--- src/rtl/u2l_pkg.sv ---
// ----------------------------------------------------------------------------
// u2l_pkg
// Shared types and constants for the UTF-8 to Latin-1 converter.
// ----------------------------------------------------------------------------
`default_nettype none

package u2l_pkg;

   localparam int COUNT_BITS_DEF = 16;
   localparam int JOB_DEPTH_DEF  = 4;
   localparam int RSP_DEPTH_DEF  = 4;

   localparam logic [15:0] CAPACITY_RESET = 16'hFFFF;

   localparam logic [7:0] CONT_MASK  = 8'hC0;
   localparam logic [7:0] CONT_CODE  = 8'h80;
   localparam logic [7:0] LEAD2_MASK = 8'hE0;
   localparam logic [7:0] LEAD2_CODE = 8'hC0;
   localparam logic [7:0] LEAD3_MASK = 8'hF0;
   localparam logic [7:0] LEAD3_CODE = 8'hE0;
   localparam logic [7:0] LEAD4_MASK = 8'hF8;
   localparam logic [7:0] LEAD4_CODE = 8'hF0;
   localparam logic [7:0] PAYLOAD2_MASK = 8'h1F;
   localparam logic [7:0] PAYLOADC_MASK = 8'h3F;
   localparam logic [7:0] LATIN1_MAX = 8'hFF;
   localparam logic [7:0] SUBST_CHAR = 8'h3F;   // '?'

   localparam logic [2:0] SEQ_LEN_NONE = 3'd0;
   localparam logic [2:0] SEQ_LEN_2    = 3'd2;
   localparam logic [2:0] SEQ_LEN_3    = 3'd3;
   localparam logic [2:0] SEQ_LEN_4    = 3'd4;

   // work for the back end: up to four text bytes, then optionally the end marker
   typedef struct packed {
      logic [3:0][7:0] text_bytes;
      logic [2:0]      text_count;
      logic            is_term;
   } job_type;

   typedef struct packed {
      logic [7:0]  out_byte;
      logic        out_is_end;
      logic [15:0] written_count;
      logic        run_last;
   } result_type;

   localparam int JOB_WIDTH    = $bits(job_type);
   localparam int RESULT_WIDTH = $bits(result_type);

endpackage

`default_nettype wire

--- src/rtl/utf8_to_latin1_converter_top.sv ---
// Results reach the rsp_ ports through the registered job queue and result queue.
// Throughput: one request per cycle while the job queue has room; the output stage
// emits one result per cycle while the result queue has room, and holds each request
// for its results and any budget cut; the job queue between the stages absorbs them.
// Reset: synchronous; clears both queues, open sequence, count, and sets capacity 65535.
// ----------------------------------------------------------------------------
// utf8_to_latin1_converter_top
// UTF-8 to Latin-1 converter: sequence tracker, job queue, output stage and
// result queue.
// ----------------------------------------------------------------------------
`default_nettype none

module utf8_to_latin1_converter_top
   import u2l_pkg::*;
#(
   parameter int COUNT_BITS = COUNT_BITS_DEF,
   parameter int JOB_DEPTH  = JOB_DEPTH_DEF,
   parameter int RSP_DEPTH  = RSP_DEPTH_DEF
) (
   input  wire logic        clock,
   input  wire logic        reset,
   input  wire logic        req_push,
   output logic             req_full,
   input  wire logic [7:0]  req_data_byte,
   input  wire logic        req_is_terminator,
   output logic             rsp_empty,
   input  wire logic        rsp_pop,
   output logic [7:0]       rsp_out_byte,
   output logic             rsp_out_is_end,
   output logic [15:0]      rsp_written_count,
   output logic             rsp_run_last,
   input  wire logic        csr_valid,
   output logic             csr_ready,
   input  wire logic [15:0] csr_data
);

   job_type    front_job, head_job;
   logic       front_valid, job_full, job_empty, job_pop;
   logic       accept;
   result_type back_result, head_result;
   logic       result_push, result_full;

   assign accept    = req_push && !req_full;
   assign req_full  = job_full;
   assign csr_ready = 1'b1;

   u2l_front u_front (
      .clock         (clock),
      .reset         (reset),
      .accept        (accept),
      .data_byte     (req_data_byte),
      .is_terminator (req_is_terminator),
      .job           (front_job),
      .job_valid     (front_valid)
   );

   u2l_fifo #(
      .WIDTH (JOB_WIDTH),
      .DEPTH (JOB_DEPTH)
   ) u_job_q (
      .clock     (clock),
      .reset     (reset),
      .push      (front_valid),
      .push_data (front_job),
      .full      (job_full),
      .pop       (job_pop),
      .head_data (head_job),
      .empty     (job_empty)
   );

   u2l_back #(
      .COUNT_BITS (COUNT_BITS)
   ) u_back (
      .clock       (clock),
      .reset       (reset),
      .csr_write   (csr_valid && csr_ready),
      .csr_data    (csr_data),
      .job         (head_job),
      .job_valid   (!job_empty),
      .job_pop     (job_pop),
      .result      (back_result),
      .result_push (result_push),
      .result_full (result_full)
   );

   u2l_fifo #(
      .WIDTH (RESULT_WIDTH),
      .DEPTH (RSP_DEPTH)
   ) u_rsp_q (
      .clock     (clock),
      .reset     (reset),
      .push      (result_push),
      .push_data (back_result),
      .full      (result_full),
      .pop       (rsp_pop),
      .head_data (head_result),
      .empty     (rsp_empty)
   );

   assign rsp_out_byte      = head_result.out_byte;
   assign rsp_out_is_end    = head_result.out_is_end;
   assign rsp_written_count = head_result.written_count;
   assign rsp_run_last      = head_result.run_last;

endmodule

`default_nettype wire

--- src/rtl/u2l_fifo.sv ---
// ----------------------------------------------------------------------------
// u2l_fifo
// Small register queue with a combinational head read.
// ----------------------------------------------------------------------------
`default_nettype none

module u2l_fifo
   import u2l_pkg::*;
#(
   parameter int WIDTH = 8,
   parameter int DEPTH = 4
) (
   input  wire logic             clock,
   input  wire logic             reset,
   input  wire logic             push,
   input  wire logic [WIDTH-1:0] push_data,
   output logic                  full,
   input  wire logic             pop,
   output logic [WIDTH-1:0]      head_data,
   output logic                  empty
);

   localparam int PTR_W = (DEPTH > 1) ? $clog2(DEPTH) : 1;
   localparam int CNT_W = $clog2(DEPTH + 1);
   localparam logic [PTR_W-1:0] PTR_LAST = PTR_W'(DEPTH - 1);
   localparam logic [CNT_W-1:0] CNT_FULL = CNT_W'(DEPTH);

   logic [WIDTH-1:0] mem_ff [DEPTH];
   logic [PTR_W-1:0] wr_ptr_ff, wr_ptr_in;
   logic [PTR_W-1:0] rd_ptr_ff, rd_ptr_in;
   logic [CNT_W-1:0] count_ff, count_in;
   logic             do_push, do_pop;

   assign full      = (count_ff == CNT_FULL);
   assign empty     = (count_ff == '0);
   assign head_data = mem_ff[rd_ptr_ff];
   assign do_push   = push && !full;
   assign do_pop    = pop && !empty;

   always_comb begin
      wr_ptr_in = wr_ptr_ff;
      rd_ptr_in = rd_ptr_ff;
      count_in  = count_ff;
      if (do_push) begin
         wr_ptr_in = (wr_ptr_ff == PTR_LAST) ? '0 : wr_ptr_ff + PTR_W'(1);
      end
      if (do_pop) begin
         rd_ptr_in = (rd_ptr_ff == PTR_LAST) ? '0 : rd_ptr_ff + PTR_W'(1);
      end
      if (do_push && !do_pop) begin
         count_in = count_ff + CNT_W'(1);
      end else if (do_pop && !do_push) begin
         count_in = count_ff - CNT_W'(1);
      end
   end

   always_ff @(posedge clock) begin
      if (reset) begin
         wr_ptr_ff <= '0;
         rd_ptr_ff <= '0;
         count_ff  <= '0;
      end else begin
         wr_ptr_ff <= wr_ptr_in;
         rd_ptr_ff <= rd_ptr_in;
         count_ff  <= count_in;
      end
   end

   always_ff @(posedge clock) begin
      if (do_push) begin
         mem_ff[wr_ptr_ff] <= push_data;
      end
   end

endmodule

`default_nettype wire

--- src/rtl/u2l_front.sv ---
// ----------------------------------------------------------------------------
// u2l_front
// UTF-8 sequence tracker: buffers open sequences and turns each request
// into a job of candidate text bytes for the back end.
// ----------------------------------------------------------------------------
`default_nettype none

module u2l_front
   import u2l_pkg::*;
(
   input  wire logic       clock,
   input  wire logic       reset,
   input  wire logic       accept,
   input  wire logic [7:0] data_byte,
   input  wire logic       is_terminator,
   output job_type         job,
   output logic            job_valid
);

   logic [2:0][7:0] pend_ff, pend_in;
   logic [1:0]      pcnt_ff, pcnt_in;
   logic [2:0]      elen_ff, elen_in;

   logic       is_cont;
   logic [2:0] want;
   logic [1:0] pcnt_next;
   logic [7:0] decoded;

   always_comb begin
      is_cont = ((data_byte & CONT_MASK) == CONT_CODE);
      if ((data_byte & LEAD2_MASK) == LEAD2_CODE) begin
         want = SEQ_LEN_2;
      end else if ((data_byte & LEAD3_MASK) == LEAD3_CODE) begin
         want = SEQ_LEN_3;
      end else if ((data_byte & LEAD4_MASK) == LEAD4_CODE) begin
         want = SEQ_LEN_4;
      end else begin
         want = SEQ_LEN_NONE;
      end
      pcnt_next = pcnt_ff + 2'd1;
      // two-byte code point fits in Latin-1 only when lead bits [4:2] are zero
      if ((elen_ff == SEQ_LEN_2) && ((pend_ff[0] & PAYLOAD2_MASK) <= 8'h03)) begin
         decoded = {pend_ff[0][1:0], data_byte[5:0] & PAYLOADC_MASK[5:0]};
      end else begin
         decoded = SUBST_CHAR;
      end
   end

   always_comb begin
      pend_in = pend_ff;
      pcnt_in = pcnt_ff;
      elen_in = elen_ff;
      job.text_bytes = {8'h00, pend_ff[2], pend_ff[1], pend_ff[0]};
      job.text_count = 3'd0;
      job.is_term    = 1'b0;

      if (is_terminator) begin
         job.text_count = {1'b0, pcnt_ff};
         job.is_term    = 1'b1;
         pcnt_in = 2'd0;
         elen_in = SEQ_LEN_NONE;
      end else if ((pcnt_ff != 2'd0) && is_cont && (pcnt_ff != 2'd3)) begin
         pend_in[pcnt_ff] = data_byte;
         if ({1'b0, pcnt_next} >= elen_ff) begin
            job.text_bytes[0] = decoded;
            job.text_count    = 3'd1;
            pcnt_in = 2'd0;
            elen_in = SEQ_LEN_NONE;
         end else begin
            pcnt_in = pcnt_next;
         end
      end else if ((pcnt_ff != 2'd0) && is_cont) begin
         // fourth byte closes a four-byte sequence
         job.text_bytes[0] = SUBST_CHAR;
         job.text_count    = 3'd1;
         pcnt_in = 2'd0;
         elen_in = SEQ_LEN_NONE;
      end else begin
         // flush what is buffered raw, then start a new character
         job.text_count = {1'b0, pcnt_ff};
         if (data_byte[7] && (want != SEQ_LEN_NONE)) begin
            pend_in[0] = data_byte;
            pcnt_in    = 2'd1;
            elen_in    = want;
         end else begin
            job.text_bytes[pcnt_ff] = data_byte;
            job.text_count = {1'b0, pcnt_ff} + 3'd1;
            pcnt_in = 2'd0;
            elen_in = SEQ_LEN_NONE;
         end
      end

      job_valid = accept && (job.is_term || (job.text_count != 3'd0));
   end

   always_ff @(posedge clock) begin
      if (reset) begin
         pcnt_ff <= 2'd0;
         elen_ff <= SEQ_LEN_NONE;
      end else if (accept) begin
         pcnt_ff <= pcnt_in;
         elen_ff <= elen_in;
      end
   end

   always_ff @(posedge clock) begin
      if (accept) begin
         pend_ff <= pend_in;
      end
   end

endmodule

`default_nettype wire

--- src/rtl/u2l_back.sv ---
// ----------------------------------------------------------------------------
// u2l_back
// Output stage: walks each job one entry per cycle while the result queue is
// not full, applies the text budget and counts written bytes.
// ----------------------------------------------------------------------------
`default_nettype none

module u2l_back
   import u2l_pkg::*;
#(
   parameter int COUNT_BITS = COUNT_BITS_DEF
) (
   input  wire logic        clock,
   input  wire logic        reset,
   input  wire logic        csr_write,
   input  wire logic [15:0] csr_data,
   input  wire job_type     job,
   input  wire logic        job_valid,
   output logic             job_pop,
   output result_type       result,
   output logic             result_push,
   input  wire logic        result_full
);

   localparam int CMP_W = (COUNT_BITS > 16) ? COUNT_BITS : 16;
   localparam logic [COUNT_BITS-1:0] COUNT_MAX = {COUNT_BITS{1'b1}};

   logic [2:0]            idx_ff, idx_in;
   logic [COUNT_BITS-1:0] cnt_ff, cnt_in;
   logic                  reached_ff, reached_in;
   logic [15:0]           cap_ff;

   logic [15:0]           budget;
   logic [CMP_W-1:0]      budget_ext, cnt_ext, inc_ext;
   logic [COUNT_BITS-1:0] cnt_inc;
   logic                  is_text, last_entry, allowed, next_ok;

   always_comb begin
      budget     = (cap_ff != 16'd0) ? cap_ff - 16'd1 : 16'd0;
      budget_ext = CMP_W'(budget);
      cnt_inc    = cnt_ff + COUNT_BITS'(1);
      cnt_ext    = CMP_W'(cnt_ff);
      inc_ext    = CMP_W'(cnt_inc);
      is_text    = (idx_ff < job.text_count);
      last_entry = !job.is_term && (idx_ff == job.text_count - 3'd1);
      allowed    = !reached_ff && (cnt_ext < budget_ext) && (cnt_ff != COUNT_MAX);
      next_ok    = (inc_ext < budget_ext) && (cnt_inc != COUNT_MAX);

      idx_in      = idx_ff;
      cnt_in      = cnt_ff;
      reached_in  = reached_ff;
      job_pop     = 1'b0;
      result_push = 1'b0;
      result.out_byte      = job.text_bytes[idx_ff[1:0]];
      result.out_is_end    = 1'b0;
      result.written_count = inc_ext[15:0];
      // a terminator job always closes with its end marker
      result.run_last      = last_entry || (!job.is_term && !next_ok);

      if (job_valid) begin
         if (is_text && allowed) begin
            if (!result_full) begin
               result_push = 1'b1;
               cnt_in      = cnt_inc;
               if (last_entry) begin
                  job_pop = 1'b1;
                  idx_in  = 3'd0;
               end else begin
                  idx_in = idx_ff + 3'd1;
               end
            end
         end else if (is_text) begin
            // refused: the rest of this job's text goes nowhere
            reached_in = 1'b1;
            if (job.is_term) begin
               idx_in = job.text_count;
            end else begin
               job_pop = 1'b1;
               idx_in  = 3'd0;
            end
         end else begin
            result.out_byte      = 8'h00;
            result.out_is_end    = 1'b1;
            result.written_count = cnt_ext[15:0];
            result.run_last      = 1'b1;
            if (!result_full) begin
               result_push = 1'b1;
               job_pop     = 1'b1;
               idx_in      = 3'd0;
               cnt_in      = '0;
               reached_in  = 1'b0;
            end
         end
      end
   end

   always_ff @(posedge clock) begin
      if (reset) begin
         idx_ff     <= 3'd0;
         cnt_ff     <= '0;
         reached_ff <= 1'b0;
         cap_ff     <= CAPACITY_RESET;
      end else begin
         idx_ff     <= idx_in;
         cnt_ff     <= cnt_in;
         reached_ff <= reached_in;
         if (csr_write) begin
            cap_ff <= csr_data;
         end
      end
   end

endmodule

`default_nettype wire
--- config.mk ---
export PLATFORM = sky130hd
export DESIGN_NAME = utf8_to_latin1_converter_top
export DESIGN_NICKNAME = d
export VERILOG_FILES = /design/src/rtl/u2l_pkg.sv /design/src/rtl/utf8_to_latin1_converter_top.sv /design/src/rtl/u2l_fifo.sv /design/src/rtl/u2l_front.sv /design/src/rtl/u2l_back.sv
export SDC_FILE = /design/constraint.sdc
export NUM_CORES = 1
export LEC_CHECK = 0
export BUFFER_PORTS_ARGS = -buffer_cell sky130_fd_sc_hd__buf_2
export CAP_MARGIN = 25
export CORE_MARGIN = 1.5
export CORE_UTILIZATION = 32
export DETAILED_ROUTE_END_ITERATION = 10
export GPL_ROUTABILITY_DRIVEN = 0
export GPL_TIMING_DRIVEN = 0
export PLACE_DENSITY = 0.55
export SKIP_LAST_GASP = 1
export SYNTH_ARGS = -nofsm -noshare
export SYNTH_HDL_FRONTEND = slang
export SYNTH_HIERARCHICAL = 1
export SYNTH_SLANG_ARGS = --single-unit
export TNS_END_PERCENT = 100
--- constraint.sdc ---
create_clock -name clock -period 6.04 [get_ports clock]
set_input_delay 0.302 -clock clock [delete_from_list [all_inputs] [get_ports clock]]
set_output_delay 0.302 -clock clock [all_outputs]
set_load 0.01 [all_outputs]
Yosys cells after proc, flatten, opt, wreduce, memory -nomap -nowiden
Memory sizes are Yosys's and may differ from the RTL's. A register that Yosys moved wholly into a read port is not among the register bits.
Cells that the tools add are included.
- bits in registers: 79
- memories: 2
- bits in writable memories: 248
- input port bits: 30
- logic and storage cells: 186
- output and inout bits: 29
- muxes and demuxes: 74
- $add $sub $neg: 14
- bitwise gates (word level): 4
- $lt $le $gt $ge: 8
- reductions and logical operators: 49
- equal/unequal tests: 20
- memory list (name ; depth ; bits a word ; rd ports ; clocked after memory_dff ; wr ports ; line ; source):
    u_job_q.mem_ff ; 4 ; 36 ; 1 ; 1 ; 1 ; u2l_fifo.sv:28 ; logic [WIDTH-1:0] mem_ff [DEPTH];
    u_rsp_q.mem_ff ; 4 ; 26 ; 1 ; 1 ; 1 ; u2l_fifo.sv:28 ;
- operators by type and width (operator ; number):
    two-way mux 16 bit ; 5
    two-way mux 26 bit ; 3
    two-way mux 3 bit ; 19
    two-way mux 24 bit ; 2
    two-way mux 8 bit ; 6
    two-way mux 35 bit ; 1
    two-way mux 11 bit ; 3
    bitwise mux 32 bit ; 1
    < comparator 16 bit ; 2
    two-way mux 32 bit ; 1
    != test 16 bit, second input constant ; 2
    bitwise mux 24 bit ; 1
    two-way mux 2 bit ; 12
    logical AND 1 bit ; 21
    two-way mux 1 bit ; 18
    adder 16 x 1 -> 16 bit, second input constant ; 1
    binary-select mux 8 bit (select 2 bit) ; 1
    demux 8 bit (select 2 bit) ; 1
    nonzero test 16 bit ; 1
    subtractor 16 x 1 -> 16 bit, second input constant ; 1
    AND reduction 3 bit ; 4
    zero test 1 bit ; 11
    adder 2 x 1 -> 2 bit, second input constant ; 5
    == test 2 bit, second input constant ; 5
    22 further kinds ; 42

Depth between registers and ports, before layout
- word-level depth: 18
- depth in mapped cells: 22
- mapped depth without buffers: 22

Cells and area by module
Netlist, hierarchy kept.
- modules (own cells, without submodules) (module ; area an instance (um^2) ; cells an instance ; instances):
    u2l_fifo at u_job_q ; 5699.2 ; 238 ; 1
    u2l_fifo at u_rsp_q ; 4245.3 ; 186 ; 1
    u2l_back ; 3599.7 ; 424 ; 1
    u2l_front ; 2006.9 ; 182 ; 1
    utf8_to_latin1_converter_top ; 28.8 ; 4 ; 1

Least setup slack after synthesis
No wires, ideal clock.
- path kind: flip-flop to flip-flop
- start point: register u_back.cap_ff[4]
- end point: register u_job_q.count_ff[2]
- cell stages (with the launch flop): 22
- slack: 1439 ps
- arrival time: 4531 ps
- data required time: 5970 ps
- setup time: 70 ps
- clock period less this slack: 4601 ps
- buffers on the path: 0
- cells stage by stage: dfxtp_1 nor4_4 nand2_1 or3_1 nor3b_1 xor2_1 nand2_1 ha_1 nand4_1 nor4_1 a21bo_1 and2_4 nand3_1 nor3b_1 o21a_1 o31ai_2 ha_1 inv_1 fa_1 xor2_1 or3_1 a21oi_1
- longest elaborated chain between the ends: 12
- RTL lines (what ; line ; source):
    from (decl) ; u2l_back.sv:31 ; logic [15:0] cap_ff;
    from (signal assigned) ; u2l_back.sv:108 ; cap_ff <= csr_data;
    subtractor 16 x 1 -> 16 bit / nonzero test 16 bit (equally long branches) ; u2l_back.sv:39 ; budget = (cap_ff != 16'd0) ? cap_ff - 16'd1 : 16'd0;
    two-way mux 16 bit * ; u2l_back.sv:39 ;
    < comparator 16 bit * ; u2l_back.sv:46 ; allowed = !reached_ff && (cnt_ext < budget_ext) && (cnt_ff != COUNT_MAX);
    logical AND 1 bit * (2 in series) ; u2l_back.sv:46 ;
    logical AND 1 bit * ; u2l_back.sv:61 ; if (is_text && allowed) begin
    two-way mux 1 bit * ; u2l_back.sv:61 ;
    two-way mux 1 bit * ; u2l_back.sv:60 ; if (job_valid) begin
    named net job_pop ; utf8_to_latin1_converter_top.sv:38 ; logic front_valid, job_full, job_empty, job_pop;
    logical AND 1 bit * ; u2l_fifo.sv:38 ; assign do_pop = pop && !empty;
    zero test 1 bit ; u2l_fifo.sv:50 ; if (do_push && !do_pop) begin
    logical AND 1 bit ; u2l_fifo.sv:50 ;
    two-way mux 3 bit / nonzero test 2 bit (equally long branches) ; n/a ;
    to (signal assigned) ; u2l_fifo.sv:65 ; count_ff <= count_in;
    to (decl) ; u2l_fifo.sv:31 ; logic [CNT_W-1:0] count_ff, count_in;
Mark *: on every way through the listed nets, which the timed path passes. The rest lies on a longest branch.
A chain may end at the register's enable or synchronous reset.

Worst setup path in the final report
Ends and elaborated chain as after synthesis.

==> results.md <==
- Power density cells: 405 mW/mm^2
- Hold Buf Count CTS: 16
- CTS Buf Count: 38
- Setup Crit Path Kind: register to register
- Post-Syn Area: 0.0156 sq mm
- Async SR Flop Fraction: 0%
- RSZ-0062 raised after global routing: false
- CTS resizes: 0
- Initial core utilization: 32.6%
- Worst Skew: 27.8 ps
- Vias per cell: 5.00
- Total power: 7.36 mW
- Status: finished clean
- Post-Route WL: 34900 um
- Clk sink count: 331
- Die area: 0.0500 sq mm
- Area growth from synthesis to layout: 16.7%
- DRC: 0
- Final setup viols: 0
- Fin cells: 1797
- Cells after Synth: 1034
- Final Hold Viols: 0
- Mean Syn Cell Area: 15.1 sq um
- Max incr delay on CP: 450 ps
- Share of the yosys chip area belonging to registers: 60.0%
- # port buffers: 56
- Pre-antenna DRT Iters: 5
- MaxCap Viol Count: 0
- Final worst path period need: 5370 ps
- TNS Setup: 0 ps
- Setup crit end kind: register
- CP Cell Sequence: nor4_4 > nand2_1 > or3_1 > nor3b_1 > xor2_1 > nand2_1 > ha_1 > nand4_1 > nor4_1 > a21bo_1 > and2_4 > nand3_1 > nor3b_1 > o21a_1 > o31ai_2 > ha_1 > inv_1 > fa_1 > xor2_1 > or3_1 > a21oi_1
- Distinct cell type count after synthesis: 86
- Slew Limit Headroom: 37.6%
- Pre-CTS WS: 668 ps
- Tot GR Track Use: 14.2%
- Peak supply drop: 0.193 mV
- Slew Limit Fails: 0
- Worst hold start: reset
- Layout Utilization: 38.0%
- Main flop type after synthesis: edfxtp_1
- Clock transition at the registers of the reported paths: 60 ps
- DRT antenna net count: 0
- Synthesized net count: 1123
- Nets: 1240
- Hold Path End: u_front/pcnt_ff[1]
- Antenna violations before repair: 1
- Fin crit share: 89.0%
- TritonCTS clock tree: built
- Core Footprint: 0.0478 sq mm
- Leakage: 6.58 nW
- Clock latency on the worst-skew pair: 570 ps
- Dpl cells: 1710
- R2r startpoint: u_back/cap_ff[4]
- Yosys warns: 6
- Io pins: 59
- First-pass GRT wire length: 54000 um
- Number of enable flip-flop cells after synthesis: 272
- Hold slack final: 111 ps
- Fillers: 4501
- Final Instance Area: 0.0182 sq mm
- Largest net degree at the start of global routing: 27
- Cell Rows: 80
- Startpoint types: register
- #FFs+latches synth: 331
- CTS Buffer Depth: 3
- Dpl hpwl: 23500 um
- Die height: 224 um
- Area of the multi-input gates: 0.00578 sq mm
- Register area: 0.00935 sq mm
- Flop2flop setup slack: 670 ps
- Worst-margin pin slew: 927 ps
- Wire length per cell: 19.4 um
- CTS root buf: clkbuf_16
- Number of global-route vias before repair: 9094
- Max Freq: 186 MHz
- Hold Path Cell Cnt: 2
- Total gr overflow: 0
- Via Count: 8981
- R2R cell count: 21
- Die X: 224 um
- Critical path's slowest cell: nor4_4
- Post-CTS Setup Inserts: 0
- Worst Hold Class: input pin to register
- H-tree depth: 2
- WP data arrival: 5850 ps
- Initial drt markers: 537
- Layout cells sized above 1: 26.2%
- Largest fanout on the critical path: 7
- Setup ws final: 667 ps
- Req. time, crit path: 6520 ps
- Area after DPL: 0.0167 sq mm
- Reg2reg end: u_job_q/count_ff[2]
==> critical path, delay by kind of cell, from the launching register on <==
family	cells	cell delay [ps]
fa+ha+maj	3	1030
simple gates	11	2720
flops	1	400
buf+inv	1	60
compound gates	4	750
xor+xnor	2	340
==> cell usage in the layout, fill, tap and decap left out, types with 5 or more instances in the layout <==
master	Yosys	final
xnor2_1	23	23
mux2i_1	18	18
and3_1	21	17
buf_2	21	77
xor2_1	25	25
ha_1	57	57
and3_2	4	8
a221o_1	15	15
and3b_1	6	6
dfxtp_1	59	59
clkinv_1	1	8
edfxtp_1	272	272
clkinv_2	0	5
inv_1	25	25
nor3_1	13	13
nor2_1	42	41
buf_6	10	10
clkbuf_16	0	38
o21a_1	7	7
dlygate4sd3_1	0	16
nand2b_1	5	5
mux2_2	34	34
nand3_1	22	22
and2_1	17	17
o22a_1	5	5
nor4_1	5	5
nor2b_1	6	6
nor2_2	5	6
mux4_2	70	70
or3_1	6	6
nand2_1	80	80
clkbuf_1	14	22
a21oi_1	21	21
buf_4	5	5
bufinv_16	0	5
o21ai_0	23	23
nand4_1	6	6
==> sequential cells by signal, summed over array words and instances (netlist names), 2 cells and up, named ones only <==
| signal | flops |
|---|---|
| u_back/cap_ff | 16 |
| u_front/pend_ff | 24 |
| u_back/idx_ff | 3 |
| u_job_q/mem_ff | 144 |
| u_job_q/count_ff | 3 |
| u_rsp_q/mem_ff | 104 |
| u_back/cnt_ext | 16 |
| u_rsp_q/rd_ptr_ff | 2 |
| u_front/pcnt_ff | 2 |
| u_rsp_q/count_ff | 3 |
| u_rsp_q/wr_ptr_ff | 2 |
| u_job_q/wr_ptr_ff | 2 |
| u_front/elen_ff | 3 |
| u_job_q/rd_ptr_ff | 2 |
==> power by group <==
group          switching, mW  internal (mW)  total, mW
clock network          0.958           1.40       2.36
logic                   1.11          0.851       1.96
registers              0.113           2.93       3.04
==> synthesized netlist by cell type (7+ instances only) <==
master	instances	area (sq um)
and3_1	21	131
nand2_1	80	300
buf_2	21	105
dfxtp_1	59	1180
a221o_1	15	150
mux2i_1	18	180
nor2_1	42	158
clkbuf_1	14	52.6
mux4_2	70	1580
nand3_1	22	110
o21a_1	7	52.6
inv_1	25	93.8
xnor2_1	23	201
ha_1	57	713
xor2_1	25	219
edfxtp_1	272	8170
nor3_1	13	65.1
a21oi_1	21	105
o21ai_0	23	115
mux2_2	34	383
and2_1	17	106
buf_6	10	113
==> kinds of logic after synthesis <==
family / synth area share [%]
DFF: 60.0
other: 0.0241
adders and majority gates: 4.83
xor gates and xnor gates: 2.70
AOI/OAI and AO/OA: 5.83
muxes: 13.7
buffers and inverters: 2.96
and+or+nand+nor: 9.91
==> final cells by class <==
| cell class | count | share of cell area (%) |
|---|---|---|
| sequential | 331 | 51.4 |
| inverter | 30 | 0.750 |
| clock buffer | 47 | 5.47 |
| multi-input combinational | 619 | 31.8 |
| clock inverter | 23 | 1.59 |
| tap | 615 | 4.23 |
| buffer | 54 | 1.79 |
| timing repair buffer | 77 | 2.95 |
| antenna | 1 | 0.0138 |
==> routing by layer <==
metal	track usage (%)	up-vias	wire length, um
met5	0	-	0
met3	3.17	43	1900
li1	-	4233	-
met4	3.86	0	687
met1	18.5	4511	15500
met2	23.7	194	16900
==> how the worst max path moves through the flow <==
stage	to	slack, ps	from	depth (start not counted)
after floorplan	u_job_q/count_ff[2]	1440	u_back/cap_ff[4]	21
after global placement	u_job_q/count_ff[2]	720	u_back/cap_ff[4]	21
after detailed placement	u_job_q/count_ff[2]	670	u_back/cap_ff[4]	21
after CTS	u_job_q/count_ff[2]	630	u_back/cap_ff[4]	21
after global routing	u_job_q/count_ff[2]	160	u_back/cap_ff[4]	21
final	u_job_q/count_ff[2]	670	u_back/cap_ff[4]	21
Power figures use the tool's default switching activity.
